--- src/rtl/strict_priority_packet_queue_core_defines.svh ---
// Assertion macros shared by the strict-priority packet queue RTL.
`ifndef STRICT_PRIORITY_PACKET_QUEUE_CORE_DEFINES_SVH
`define STRICT_PRIORITY_PACKET_QUEUE_CORE_DEFINES_SVH

// Same-cycle implication, sampled on clk and disabled while rst is high.
`define SPQ_ASSERT_IMP(lbl, ante, cons, msg) \
  lbl: assert property (@(posedge clk) disable iff (rst) (ante) |-> (cons)) \
    else $error(msg);

// Next-cycle implication, sampled on clk and disabled while rst is high.
`define SPQ_ASSERT_NEXT(lbl, ante, cons, msg) \
  lbl: assert property (@(posedge clk) disable iff (rst) (ante) |=> (cons)) \
    else $error(msg);

`endif

--- src/rtl/spq_pkg.sv ---
// Types and constants shared by the strict-priority packet queue modules.
package spq_pkg;

  localparam int TAG_W      = 16;
  localparam int BYTES_W    = 14;
  localparam int PRI_W      = 4;
  localparam int LIMIT_W    = 24;
  localparam int THRESH_W   = 12;
  localparam int TOTAL_W    = 28;
  localparam int OUT_BAND_W = 3;
  localparam int STATUS_W   = 3;
  localparam int ADDR_W     = 4;
  localparam int DATA_W     = 32;
  localparam int QUEUE_DEPTH = 2;
  localparam int FIFO_SHIFT = 3;

  localparam logic               MODE_RESET   = 1'b1;
  localparam logic [LIMIT_W-1:0]  LIMIT_RESET  = 24'd36000;
  localparam logic [THRESH_W-1:0] THRESH_RESET = 12'd22;

  typedef enum logic [STATUS_W-1:0] {
    ST_ENQUEUED   = 3'd0,
    ST_TOTAL_DROP = 3'd1,
    ST_BAND_DROP  = 3'd2,
    ST_RING_FULL  = 3'd3,
    ST_DEQUEUED   = 3'd4,
    ST_EMPTY      = 3'd5
  } status_t;

  typedef enum logic {
    OP_ENQ = 1'b0,
    OP_DEQ = 1'b1
  } op_t;

  typedef enum logic [1:0] {
    REG_MODE   = 2'd0,
    REG_LIMIT  = 2'd1,
    REG_THRESH = 2'd2
  } reg_idx_t;

  typedef struct packed {
    op_t               op;
    logic [TAG_W-1:0]   tag;
    logic [BYTES_W-1:0] bytes;
  } pkt_t;

  typedef struct packed {
    logic                priority_mode;
    logic [LIMIT_W-1:0]  byte_limit;
    logic [THRESH_W-1:0] mark_threshold;
  } cfg_t;

endpackage

--- src/rtl/spq_front.sv ---
// Input stage: accepts items, maps priority to band and holds them for the queue.
module spq_front #(
  parameter int BANDS = 8
) (
  input  logic                          clk,
  input  logic                          rst,
  input  spq_pkg::cfg_t                 cfg,
  input  logic                          in_valid,
  output logic                          in_ready,
  input  logic                          opcode,
  input  logic [spq_pkg::TAG_W-1:0]     packet_tag,
  input  logic [spq_pkg::BYTES_W-1:0]   packet_bytes,
  input  logic [spq_pkg::PRI_W-1:0]     pkt_prio,
  output logic                          push_valid,
  input  logic                          push_ready,
  output spq_pkg::pkt_t                 push_pkt,
  output logic [$clog2(BANDS)-1:0]      push_band
);

  localparam int BW  = $clog2(BANDS);
  localparam int PW1 = spq_pkg::PRI_W + 1;

  logic           vld;
  logic [PW1-1:0] pri_m1;
  logic [PW1-1:0] pri_sat;
  logic [BW-1:0]  band;

  always_comb begin
    pri_m1  = (pkt_prio == '0) ? '0 : ({1'b0, pkt_prio} - PW1'(1));
    pri_sat = (pri_m1 > PW1'(BANDS - 1)) ? PW1'(BANDS - 1) : pri_m1;
    band    = cfg.priority_mode ? pri_sat[BW-1:0] : '0;
  end

  assign in_ready   = !vld || push_ready;
  assign push_valid = vld;

  always_ff @(posedge clk) begin
    if (rst) begin
      vld <= 1'b0;
    end else if (in_valid && in_ready) begin
      vld            <= 1'b1;
      push_pkt.op    <= spq_pkg::op_t'(opcode);
      push_pkt.tag   <= packet_tag;
      push_pkt.bytes <= packet_bytes;
      push_band      <= band;
    end else if (push_ready) begin
      vld <= 1'b0;
    end
  end

endmodule

--- config.mk ---
export PLATFORM = sky130hd
export DESIGN_NAME = spq_front
export DESIGN_NICKNAME = d
export VERILOG_FILES = /design/src/rtl/strict_priority_packet_queue_core_defines.svh /design/src/rtl/spq_pkg.sv /design/src/rtl/spq_front.sv
export SDC_FILE = /design/constraint.sdc
export NUM_CORES = 1
export LEC_CHECK = 0
export BUFFER_PORTS_ARGS = -buffer_cell sky130_fd_sc_hd__buf_4
export CAP_MARGIN = 0
export CORE_MARGIN = 5
export CORE_UTILIZATION = 37
export CTS_CLUSTER_SIZE = 40
export DETAILED_ROUTE_END_ITERATION = 6
export PLACE_DENSITY = 0.83
export SLEW_MARGIN = 20
export SYNTH_ARGS = -nofsm -noshare
export SYNTH_HDL_FRONTEND = slang
export SYNTH_SLANG_ARGS = --single-unit
--- constraint.sdc ---
create_clock -name clk -period 5.75 [get_ports clk]
set_input_delay 1.15 -clock clk [delete_from_list [all_inputs] [get_ports clk]]
set_output_delay 1.15 -clock clk [all_outputs]
set_load 0.05 [all_outputs]
# Word level (Yosys, flattened, before mapping)
# Index checks and enable logic that the tools add are counted.
[word_totals] output_inout_bits=36 mem_count=0 latch_bits=0 register_bits=35 wordCells=18 ramBits=0 mem_bits_ro=0
[classes] div_mod_pow=0 eq_ne=0 reduce_logical=6 n_lt_le_gt_ge=1 n_bitwise=1 mul=0 muxes=4 shift=0 add_sub_neg=1
[op_table] cell="> comparator 5 x 3 -> 1 bit (second input constant)" n=1
[op_table] cell="2-to-1 mux 5 bit" n=1
[op_table] cell="subtractor 4 x 1 -> 5 bit (second input constant)" n=1
[op_table] cell="logical NOT 4 bit" n=1
[op_table] cell="2-to-1 mux 3 bit" n=1
[op_table] cell="2-to-1 mux 1 bit" n=2
[op_table] cell="AND reduction 2 bit" n=1
[op_table] cell="nonzero test 2 bit" n=1
[op_table] cell="logical AND 1 bit" n=1
[op_table] cell="logical NOT 1 bit" n=1
[op_table] cell="logical OR 1 bit" n=1
[op_table] cell="NOT 1 bit" n=1

# Longest topological paths before layout
[logic_depth] depth_word=4 depth_mapped=2 ltp_nobuf=2

# Worst setup path before layout
# No wires, ideal clock.
[synth_timing] kind="in2reg" from="input port push_ready" to="register push_band[0], enable pin" arrival_time_ns=4.223 cell_stages=2 setup_slack_ns=1.052 n_path_buf=0 cell_sequence="nand2b_1 > nor3b_1"
[synth_via] elab_chain_len=3
[synth_rtl] element="start: declaration" line_no="spq_front.sv:15" source="input logic push_ready,"
[synth_rtl] element="logical OR 1 bit" line_no="spq_front.sv:34" source="assign in_ready = !vld || push_ready;"
[synth_rtl] element="logical AND 1 bit" line_no="spq_front.sv:40" source="end else if (in_valid && in_ready) begin"
[synth_rtl] element="AND reduction 2 bit (no line)"
[synth_rtl] element="end signal: assignment" line_no="spq_front.sv:45" source="push_band <= band;"
[synth_rtl] element="end: declaration" line_no="spq_front.sv:17" source="output logic [$clog2(BANDS)-1:0] push_band"
# No other way between the ends.
# A chain may end at the register's enable or synchronous reset.

# Final worst setup path
[layout_timing] from="input port push_ready" to="output port in_ready"
[layout_via] elab_chain_len=1
[layout_rtl] element="logical OR 1 bit" line_no="spq_front.sv:34"
[layout_rtl] element="end: declaration" line_no="spq_front.sv:9" source="output logic in_ready,"
# No other way between the ends.

==> impl_metrics.yaml <==
detailed_routing:
  route.antenna.remaining_nets: 0
  via_per_inst: 4.48
  wire_per_inst_microns: 14.3
  vias: 730
  dr.pass1.iters: 4
  drcViolationCount: 0
  drtIter0Drc: 19
  drt-total-wl_microns: 2340
pwr:
  power_uw: 503
  powerDensity_mw_per_mm2: 281
  irDropWorstVdd_mv: 0.164
  p_leak_nw: 0.749
clock_tree:
  ctsLongestPathBuffers: 2
  cts_max_level: 2
  cts_tree: "done"
  cts_setup_buffers: 0
  clk_pin_slew_ns: 0.09
  cts_inserted_buffers: 5
  cts_hold_buf: 0
  cts.repair.resized: 0
  clk-insertion-delay-late_ns: 0.33
  cts_root_buf: "clkbuf_4"
  cts_num_sinks: 35
floorplanning:
  rows: 20
  die_w_microns: 65.0
  die-area_sq_mm: 0.00422
  ios: 112
  core_sq_mm: 0.00298
  die_h_microns: 65.0
  start_util: 0.375
finish:
  drive_gt1_frac: 0.638
  syn2layout_area_growth_pct: 60.1
  fin_nets: 205
  n_antenna_cell: 0
  stdcell_count: 163
  regArea_sq_mm: 0.00104
  multiInputGateArea_sq_um: 83.8
  fill_cells: 227
setup_path:
  critical_path_peak_fanout: 3
  required_ns: 4.60
  arrival_ns: 1.63
  critPathSlowestCell: "buf_4"
  crit_family: "buffers and inverters"
  crit_path_cell_trace: "buf_4 > nand2b_1 > buf_4"
  cp-end-kind: "primary output"
  critPathLaunch: "push_ready"
  r2r-start: "push_valid"
  r2r_slack_ns: 3.94
  cp-endpoint: "in_ready"
  worstReg2RegEnd: "push_pkt[28]"
  max_stage_delay_ns: 0.21
  cp-start-kind: "input port"
  cpMostUsedCell: "buf_4"
  crit_cells: 3
  worst-path-buf-inv: 2
  path_class: "input port to primary output"
  r2r_cells: 3
sta:
  slew_viol_final: 0
  final.min_clock_period_ns: 2.78
  setup_tns_ns: 0
  fmax_mhz: 359
  min_period_over_period: 0.484
  worst_pin_slew_ns: 0.730
  grt_setup_unrepaired: "no"
  finalSetupViolCount: 0
  clock_skew_ns: 0.00653
  hold_viol: 0
  relSlewSlack: 0.513
placement:
  dp_cells: 155
  io_buffer_count: 75
  gp_congestion: 0.651
global_routing:
  grt_usage: 0.116
  grt_pass1_wl_microns: 3570
  grt_max_degree: 21
  antenna_found_initial: 0
  grt_pass1_vias: 828
  grt.overflow.total: 0
synth:
  netlist_instances: 46
  yosys.area_share.simple: 0.0202
  synth_top_family_by_area: "compound AO/OA/AOI/OAI gates"
  synth.area.mux_share: 0
  synth_cell_type_count: 10
  yosysSeqAreaShare: 0.932
  synth_nets: 122
  synth_area_per_cell_sq_um: 24.3
  synth_seq_cells: 35
  synth_compound_area_frac: 0.0448
  synth_xor_xnor_area_share: 0
  synthAdderAreaFrac: 0
  syn_area_sq_mm: 0.00112
  yosys_warnings: 0
job:
  cap_violations: 0
hold_path:
  min_path_type: "register to register"
status:
  status: "finished, final reports clean"
==> worst min-delay path, stage by stage (launching register included) <==
cell      delay [ns]
dfxtp_1         0.33
nand2b_1        0.12
a21oi_1         0.09
==> cell usage in the layout (no fill, tap or decap), types with 2 or more instances in the layout <==
cell       n
a21oi_1    2
buf_4     76
clkbuf_1   3
clkbuf_4   5
edfxtp_1  34
o21a_1     3
==> kinds of logic (layout without fill, tap and decap cells) <==
| kind of cell | count (synthesis) | after routing |
|---|---|---|
| flip-flops | 35 | 35 |
| buffers and inverters | 1 | 85 |
| AO/OA/AOI/OAI | 7 | 7 |
| AND/OR/NAND/NOR | 3 | 3 |
==> Yosys cell counts, drive strengths merged <==
master | instances | area share
edfxtp | 34 | 0.91
o21a | 3 | 0.020
a21oi | 2 | 0.0090
nand2b | 1 | 0.0056
or3b | 1 | 0.0078
a21boi | 1 | 0.0067
dfxtp | 1 | 0.018
inv | 1 | 0.0034
o21ba | 1 | 0.0090
nor3b | 1 | 0.0067
==> power by group <==
group / internal [mW] / switching (mW) / leakage [nW]
sequential: 0.293 / 0.00282 / 0.326
clock: 0.0487 / 0.0740 / 0.0265
combinational: 0.0327 / 0.0518 / 0.396
total: 0.374 / 0.129 / 0.749
==> state kept, by name, summed over array words and instances (netlist names) <==
name,cells
push_band,3
push_pkt,31
push_valid,1
==> metrics by stage <==
stage	utilization	hold slack [ns]	instance area, sq um	setup slack (ns)
after floorplan	-	1.11	1120	1.05
after global placement	0.582	0.500	1730	2.84
after detailed placement	0.582	0.533	1730	2.72
after CTS	0.599	0.550	1780	2.99
after global routing	0.601	0.611	1790	2.95
final	0.601	0.582	1790	2.97
==> area by class of cell <==
class / count / area share
clock buffer: 8 / 0.0273
inverter: 1 / 0.00210
multi-input combinational: 10 / 0.0469
sequential: 35 / 0.582
tap: 33 / 0.0231
timing repair buffer: 76 / 0.319
==> metal layers <==
layer / track usage / up-vias / part of all wire
li1: - / 346 / -
met4: 0.0396 / 0 / 0.0034
met3: 0.0797 / 2 / 0.13
met5: 0 / - / 0
met2: 0.198 / 49 / 0.51
met1: 0.108 / 333 / 0.35
==> worst min path at each step <==
| stage | startpoint | endpoint | slack (ns) | depth (start not counted) |
|---|---|---|---|---|
| 3_3_place_gp | push_valid | push_valid | 0.50 | 2 |
| 2_1_floorplan | push_valid | push_valid | 1.11 | 2 |
| 3_5_place_dp | push_valid | push_valid | 0.53 | 2 |
| 5_1_grt | push_valid | push_valid | 0.61 | 2 |
| 6_report | push_valid | push_valid | 0.58 | 2 |
| 4_1_cts | push_valid | push_valid | 0.55 | 2 |
No activity file was read; power rests on OpenSTA's default activity.
