### config.mk
export PLATFORM = sky130hd
export DESIGN_NAME = spq_fifo
export DESIGN_NICKNAME = d
export VERILOG_FILES = /design/src/rtl/strict_priority_packet_queue_core_defines.svh /design/src/rtl/spq_pkg.sv /design/src/rtl/spq_fifo.sv
export SDC_FILE = /design/constraint.sdc
export NUM_CORES = 1
export LEC_CHECK = 0
export ABC_CLOCK_PERIOD_IN_PS = 1900
export BUFFER_PORTS_ARGS = -buffer_cell sky130_fd_sc_hd__buf_2
export CAP_MARGIN = 20
export CORE_MARGIN = 5
export CORE_UTILIZATION = 46
export CTS_CLUSTER_DIAMETER = 120
export DETAILED_ROUTE_END_ITERATION = 8
export PLACE_DENSITY = 0.81
export SLEW_MARGIN = 15
export SYNTH_ARGS = -nofsm -noshare
export SYNTH_HDL_FRONTEND = slang
export SYNTH_SLANG_ARGS = --single-unit
### constraint.sdc
create_clock -name clk -period 1.9 [get_ports clk]
set_input_delay 0.095 -clock clk [delete_from_list [all_inputs] [get_ports clk]]
set_output_delay 0.095 -clock clk [all_outputs]
set_load 0.01 [all_outputs]
### src/rtl/strict_priority_packet_queue_core_defines.svh
// Assertion macros shared by the strict-priority packet queue RTL.
`ifndef STRICT_PRIORITY_PACKET_QUEUE_CORE_DEFINES_SVH
`define STRICT_PRIORITY_PACKET_QUEUE_CORE_DEFINES_SVH

// Same-cycle implication, sampled on clk and disabled while rst is high.
`define SPQ_ASSERT_IMP(lbl, ante, cons, msg) \
  lbl: assert property (@(posedge clk) disable iff (rst) (ante) |-> (cons)) \
    else $error(msg);

// Next-cycle implication, sampled on clk and disabled while rst is high.
`define SPQ_ASSERT_NEXT(lbl, ante, cons, msg) \
  lbl: assert property (@(posedge clk) disable iff (rst) (ante) |=> (cons)) \
    else $error(msg);

`endif

### src/rtl/spq_pkg.sv
// Types and constants shared by the strict-priority packet queue modules.
package spq_pkg;

  localparam int TAG_W      = 16;
  localparam int BYTES_W    = 14;
  localparam int PRI_W      = 4;
  localparam int LIMIT_W    = 24;
  localparam int THRESH_W   = 12;
  localparam int TOTAL_W    = 28;
  localparam int OUT_BAND_W = 3;
  localparam int STATUS_W   = 3;
  localparam int ADDR_W     = 4;
  localparam int DATA_W     = 32;
  localparam int QUEUE_DEPTH = 2;
  localparam int FIFO_SHIFT = 3;

  localparam logic               MODE_RESET   = 1'b1;
  localparam logic [LIMIT_W-1:0]  LIMIT_RESET  = 24'd36000;
  localparam logic [THRESH_W-1:0] THRESH_RESET = 12'd22;

  typedef enum logic [STATUS_W-1:0] {
    ST_ENQUEUED   = 3'd0,
    ST_TOTAL_DROP = 3'd1,
    ST_BAND_DROP  = 3'd2,
    ST_RING_FULL  = 3'd3,
    ST_DEQUEUED   = 3'd4,
    ST_EMPTY      = 3'd5
  } status_t;

  typedef enum logic {
    OP_ENQ = 1'b0,
    OP_DEQ = 1'b1
  } op_t;

  typedef enum logic [1:0] {
    REG_MODE   = 2'd0,
    REG_LIMIT  = 2'd1,
    REG_THRESH = 2'd2
  } reg_idx_t;

  typedef struct packed {
    op_t               op;
    logic [TAG_W-1:0]   tag;
    logic [BYTES_W-1:0] bytes;
  } pkt_t;

  typedef struct packed {
    logic                priority_mode;
    logic [LIMIT_W-1:0]  byte_limit;
    logic [THRESH_W-1:0] mark_threshold;
  } cfg_t;

endpackage

### src/rtl/spq_fifo.sv
// Short queue that decouples the input stage from the execution stage.
module spq_fifo #(
  parameter int WIDTH = 34
) (
  input  logic             clk,
  input  logic             rst,
  input  logic             push_valid,
  output logic             push_ready,
  input  logic [WIDTH-1:0] push_data,
  output logic             pop_valid,
  input  logic             pop_ready,
  output logic [WIDTH-1:0] pop_data
);

  localparam int QPW = $clog2(spq_pkg::QUEUE_DEPTH);
  localparam int QCW = $clog2(spq_pkg::QUEUE_DEPTH + 1);

  logic [WIDTH-1:0] slots [spq_pkg::QUEUE_DEPTH];
  logic [QPW-1:0]   wr_ptr;
  logic [QPW-1:0]   rd_ptr;
  logic [QCW-1:0]   cnt;
  logic             do_push;
  logic             do_pop;

  assign push_ready = (cnt != QCW'(spq_pkg::QUEUE_DEPTH));
  assign pop_valid  = (cnt != '0);
  assign pop_data   = slots[rd_ptr];
  assign do_push    = push_valid && push_ready;
  assign do_pop     = pop_valid && pop_ready;

  always_ff @(posedge clk) begin
    if (do_push) begin
      slots[wr_ptr] <= push_data;
    end
  end

  always_ff @(posedge clk) begin
    if (rst) begin
      wr_ptr <= '0;
      rd_ptr <= '0;
      cnt    <= '0;
    end else begin
      if (do_push) begin
        wr_ptr <= (wr_ptr == QPW'(spq_pkg::QUEUE_DEPTH - 1)) ? '0 : wr_ptr + 1'b1;
      end
      if (do_pop) begin
        rd_ptr <= (rd_ptr == QPW'(spq_pkg::QUEUE_DEPTH - 1)) ? '0 : rd_ptr + 1'b1;
      end
      if (do_push && !do_pop) begin
        cnt <= cnt + 1'b1;
      end else if (do_pop && !do_push) begin
        cnt <= cnt - 1'b1;
      end
    end
  end

endmodule

# After elaboration in Yosys (flattened, before gate mapping)
# Memory sizes are Yosys's and may differ from the RTL's. A register that Yosys moved wholly into a read port is not among the register bits.
# Index checks and enable logic that the tools add are counted.
dict set report word_totals {
  ff_bits 4
  mem_bits_rw 68
  in_bits 38
  elab_cells 25
  n_memories 1
}
# memory words word_bits rd rd_clocked_by_memory_dff write_ports line_no
set mem_list {}
lappend mem_list {slots 2 34 1 1 1 spq_fifo.sv:18} ;# logic [WIDTH-1:0] slots [spq_pkg::QUEUE_DEPTH];
dict set report op_classes {
  add_sub_neg 4
  eq_ne 1
  n_mux 8
  reduce_logical 8
}
# cell count
set ops {}
lappend ops {{two-way mux 1 bit} 6}
lappend ops {{logical AND 1 bit} 4}
lappend ops {{two-way mux 2 bit} 2}
lappend ops {{nonzero test 2 bit} 2}
lappend ops {{adder 1 bit (second input constant)} 2}
lappend ops {{adder 2 x 1 -> 2 bit (second input constant)} 1}
lappend ops {{zero test 1 bit} 2}
lappend ops {{!= test 2 bit (second input constant)} 1}
lappend ops {{subtractor 2 x 1 -> 2 bit (second input constant)} 1}

# Longest topological paths before layout
dict set report logic_depth {
  depth_word 6
  depth_mapped 6
  mapped_depth_nobuf 6
}

# Worst setup path after synthesis
# OpenSTA, ideal clock, no wires.
dict set report synth_path {
  path_kind {register -> register}
  from {register cnt[0]}
  to {memory slots[1][0], enable pin}
  setup_ns 0.394
  t_arrival_ns 1.517
  setup_slack_ns -0.011
  stages_incl_launch_ff 3
  period_less_slack_ns 1.911
  cell_sequence {dfxtp_1 > nand2b_1 > and3_1}
}
dict set report synth_via {
  elab_chain_len 4
}
# item line_no
set synth_lines {}
lappend synth_lines {{start: declaration} spq_fifo.sv:21} ;# logic [QCW-1:0] cnt;
lappend synth_lines {{start signal: assignment} spq_fifo.sv:50} ;# cnt <= cnt + 1'b1;
lappend synth_lines {{start signal: assignment} spq_fifo.sv:52} ;# cnt <= cnt - 1'b1;
lappend synth_lines {{!= test 2 bit} spq_fifo.sv:25} ;# assign push_ready = (cnt != QCW'(spq_pkg::QUEUE_DEPTH));
lappend synth_lines {{via push_ready} spq_fifo.sv:8} ;# output logic push_ready,
lappend synth_lines {{logical AND 1 bit} spq_fifo.sv:28} ;# assign do_push = push_valid && push_ready;
lappend synth_lines {{two-way mux 1 bit} spq_fifo.sv:32} ;# if (do_push) begin
lappend synth_lines {{two-way mux 1 bit (not written as such)} spq_fifo.sv:33} ;# slots[wr_ptr] <= push_data;
lappend synth_lines {{end: declaration} spq_fifo.sv:18}
# The timed path passes the listed nets, and every way through them passes these cells.

==> flow_summary_export.csv <==
group,metric,value,unit
detailed_routing,via_per_inst,4.80,
clock_network,clkTransAtPathRegs,0.07,ns
synthesis,synth-xor-area-share,0.983,%
timing,fin_setup_tns,0,ns
placed_design,hpwl,3180,um
clock_network,cts_resized,0,
floorplan,fp.dieArea,7430,um^2
cells_and_area,fillers,383,
timing,hold_violations,0,
cells_and_area,n_antenna_cell,0,
detailed_routing,wl_met2,2810,um
placed_design,dp_worst_setup_slack,0.284,ns
timing,fin_crit,1.70,ns
detailed_routing,wire_per_inst,15.5,um
floorplan,num_io_pins,74,
job,drv_cap,0,
cells_and_area,instances_no_fill,325,
worst_setup_path,r2r_cells,5,
cells_and_area,final_util,66.8,%
clock_network,clk-insertion-delay-late,0.33,ns
power_and_ir_drop,p_per_area,1210,nW/um^2
global_routing,grt_pass1_wl,8070,um
synthesis,synth_flop_cell,"edfxtp_1",
synthesis,syn_inst,130,
timing,finalWorstSetupSlack,0.197,ns
synthesis,synth_compound_area_share,1.12,%
synthesis,yosys.area_share.simple,1.87,%
timing,fin_crit_sh,89.6,%
detailed_routing,top_layer_used,"met4",
global_routing,grt.overflow.total,0,
clock_network,cts_tree,"yes",
timing,max_freq,587,MHz
hold_path,hp-class,"input port to flip-flop",
clock_network,cts_setup_buffers,0,
global_routing,grt_max_degree,35,
floorplan,rows,27,
synthesis,synth_fa_ha_area_share,0.468,%
detailed_routing,m1WireLength,1810,um
run_status,status,"completed",
synthesis,syn_area,2670,um^2
synthesis,syn_area_per_cell,20.6,um^2
synthesis,ys_seq_area_share,80.1,%
detailed_routing,vias,1560,
worst_setup_path,critical_path.startpoint_type,"flip-flop",
clock_network,ctsHtreeMaxLevel,3,
timing,finClkSkew,0.00750,ns
floorplan,start_util,47.9,%
synthesis,synthDistinctLibCells,18,
synthesis,synthMuxAreaShare,14.3,%
timing,slew_headroom,76.2,%
global_routing,antenna_found_initial,0,
clock_network,cts.path.max_buffers,2,
timing,rsz0062_at_grt,"no",
worst_setup_path,r2r-end,"cnt[1]",
clock_network,clock-root-buffer,"clkbuf_8",
synthesis,synth_top_family_by_area,"multiplexers",
detailed_routing,wl_met3,380,um
timing,worst_pin_slew,0.357,ns
worst_setup_path,worstSetupPathType,"flip-flop to output port",
detailed_routing,antenna_left,0,
placed_design,port_buffers,73,
clock_network,cts.sinks,73,
timing,slew_violations,0,
worst_setup_path,cp.required,1.80,ns
detailed_routing,routed_wl,5030,um
timing,hold_ws,0.105,ns
synthesis,async_flop_share,0,%
cells_and_area,area_growth,39.3,%
placed_design,dp.cells,275,
power_and_ir_drop,ir_drop,0.835,mV
power_and_ir_drop,p_leak,0.00143,uW
synthesis,synth_edf_count,68,
synthesis,ys_ff_latch,73,
worst_setup_path,critPathCapture,"pop_data[27]",
cells_and_area,drive_gt1_share,49.8,%
worst_setup_path,endpoint_kind,"output port",
cells_and_area,nets,288,
synthesis,yosys_warnings,0,
worst_setup_path,cp.arrival,1.61,ns
detailed_routing,firstDrtPassIters,4,
clock_network,cts_buffers,9,
clock_network,hold_buffers,35,
hold_path,whs_path_depth,3,
detailed_routing,drt_first_iter_violations,37,
worst_setup_path,cp_max_fo,28,
synthesis,syn-num-nets,169,
detailed_routing,remaining_drc_errors,0,
floorplan,die-height,86.2,um
global_routing,grt_pass1_vias,1694,
floorplan,fp.dieW,86.2,um
floorplan,coreArea,5570,um^2
timing,final-setup-viol-count,0,
worst_setup_path,r2r_slack,0.24,ns
placed_design,gp_congestion,0.684,
global_routing,grtUsageTotal,14.7,%
worst_setup_path,timing.rr.start,"cnt[0]",
cells in the mapped netlist (2+ instances only):
cell type	n	area share (%)
a21oi_1	2	0.37
buf_2	2	0.37
buf_4	2	0.56
dfxtp_1	5	3.7
edfxtp_1	68	76
mux2_2	34	14
nor2_1	3	0.42
o21ai_0	2	0.37
xor2_1	3	0.98
logic make-up (layout without fill, tap and decap cells):
family          after synthesis  count (layout)
simple gates                  9               9
buf+inv                       5             128
fa+ha+maj                     1               1
xor+xnor                      3               3
compound gates                5               5
flops                        73              73
mux                          34              34
cells in the final DEF (no fill, tap or decap), drive strengths merged, types with 2 or more instances in the layout:
master	count
nor2	3
dfxtp	5
clkinv	2
bufinv	2
mux2	34
edfxtp	68
a21oi	2
buf	77
o21ai	2
dlygate4sd3	35
clkbuf	11
xor2	3
registers in the layout (all words and copies together), names as in the netlist, named ones only:
signal	flops
slots	68
cnt	2
rd_ptr	1
wr_ptr	1
power breakdown:
group / switching (uW) / total [uW] / internal, uW / leakage, uW
Combinational: 571 / 1180 / 605 / 0.000648
Sequential: 82.8 / 2090 / 2010 / 0.000676
Clock: 502 / 1230 / 727 / 0.000101
worst min-delay path by stage:
| stage | startpoint | end | slack [ns] |
|---|---|---|---|
| after floorplan | rst | cnt[1] | 0.16 |
| after global placement | push_data[26] | slots[1][26] | 0.28 |
| after detailed placement | push_data[7] | slots[0][7] | 0.29 |
| after CTS | push_valid | wr_ptr | 0.07 |
| after global routing | push_valid | wr_ptr | 0.10 |
| final | push_valid | wr_ptr | 0.11 |
area by class of cell:
| cell class | instances | area, um^2 | share of cell area (%) |
|---|---|---|---|
| clock inverter | 4 | 68.8 | 1.85 |
| sequential | 73 | 2140 | 57.5 |
| timing repair buffer | 112 | 783 | 21.0 |
| clock buffer | 11 | 131 | 3.53 |
| inverter | 1 | 3.75 | 0.101 |
| multi-input combinational | 52 | 503 | 13.5 |
| tap | 72 | 90.1 | 2.42 |
metrics by stage:
step                power (uW)  cell area, um^2
detailed placement        3270             3170
global route              4730             3720
finish                    4500             3720
floorplan                 2810             2670
global placement          3230             3170
CTS                       4560             3720
critical path: stages, from the launching register on:
cell,delay [ns]
dfxtp_1,0.53
buf_12,0.24
mux2_2,0.36
buf_2,0.14
routing by layer:
layer,vias up,global-route usage (%)
li1,744,-
met1,753,14.6
met2,57,27.2
met3,6,6.08
met4,0,5.10
met5,-,0
No activity file was read; power rests on OpenSTA's default activity.
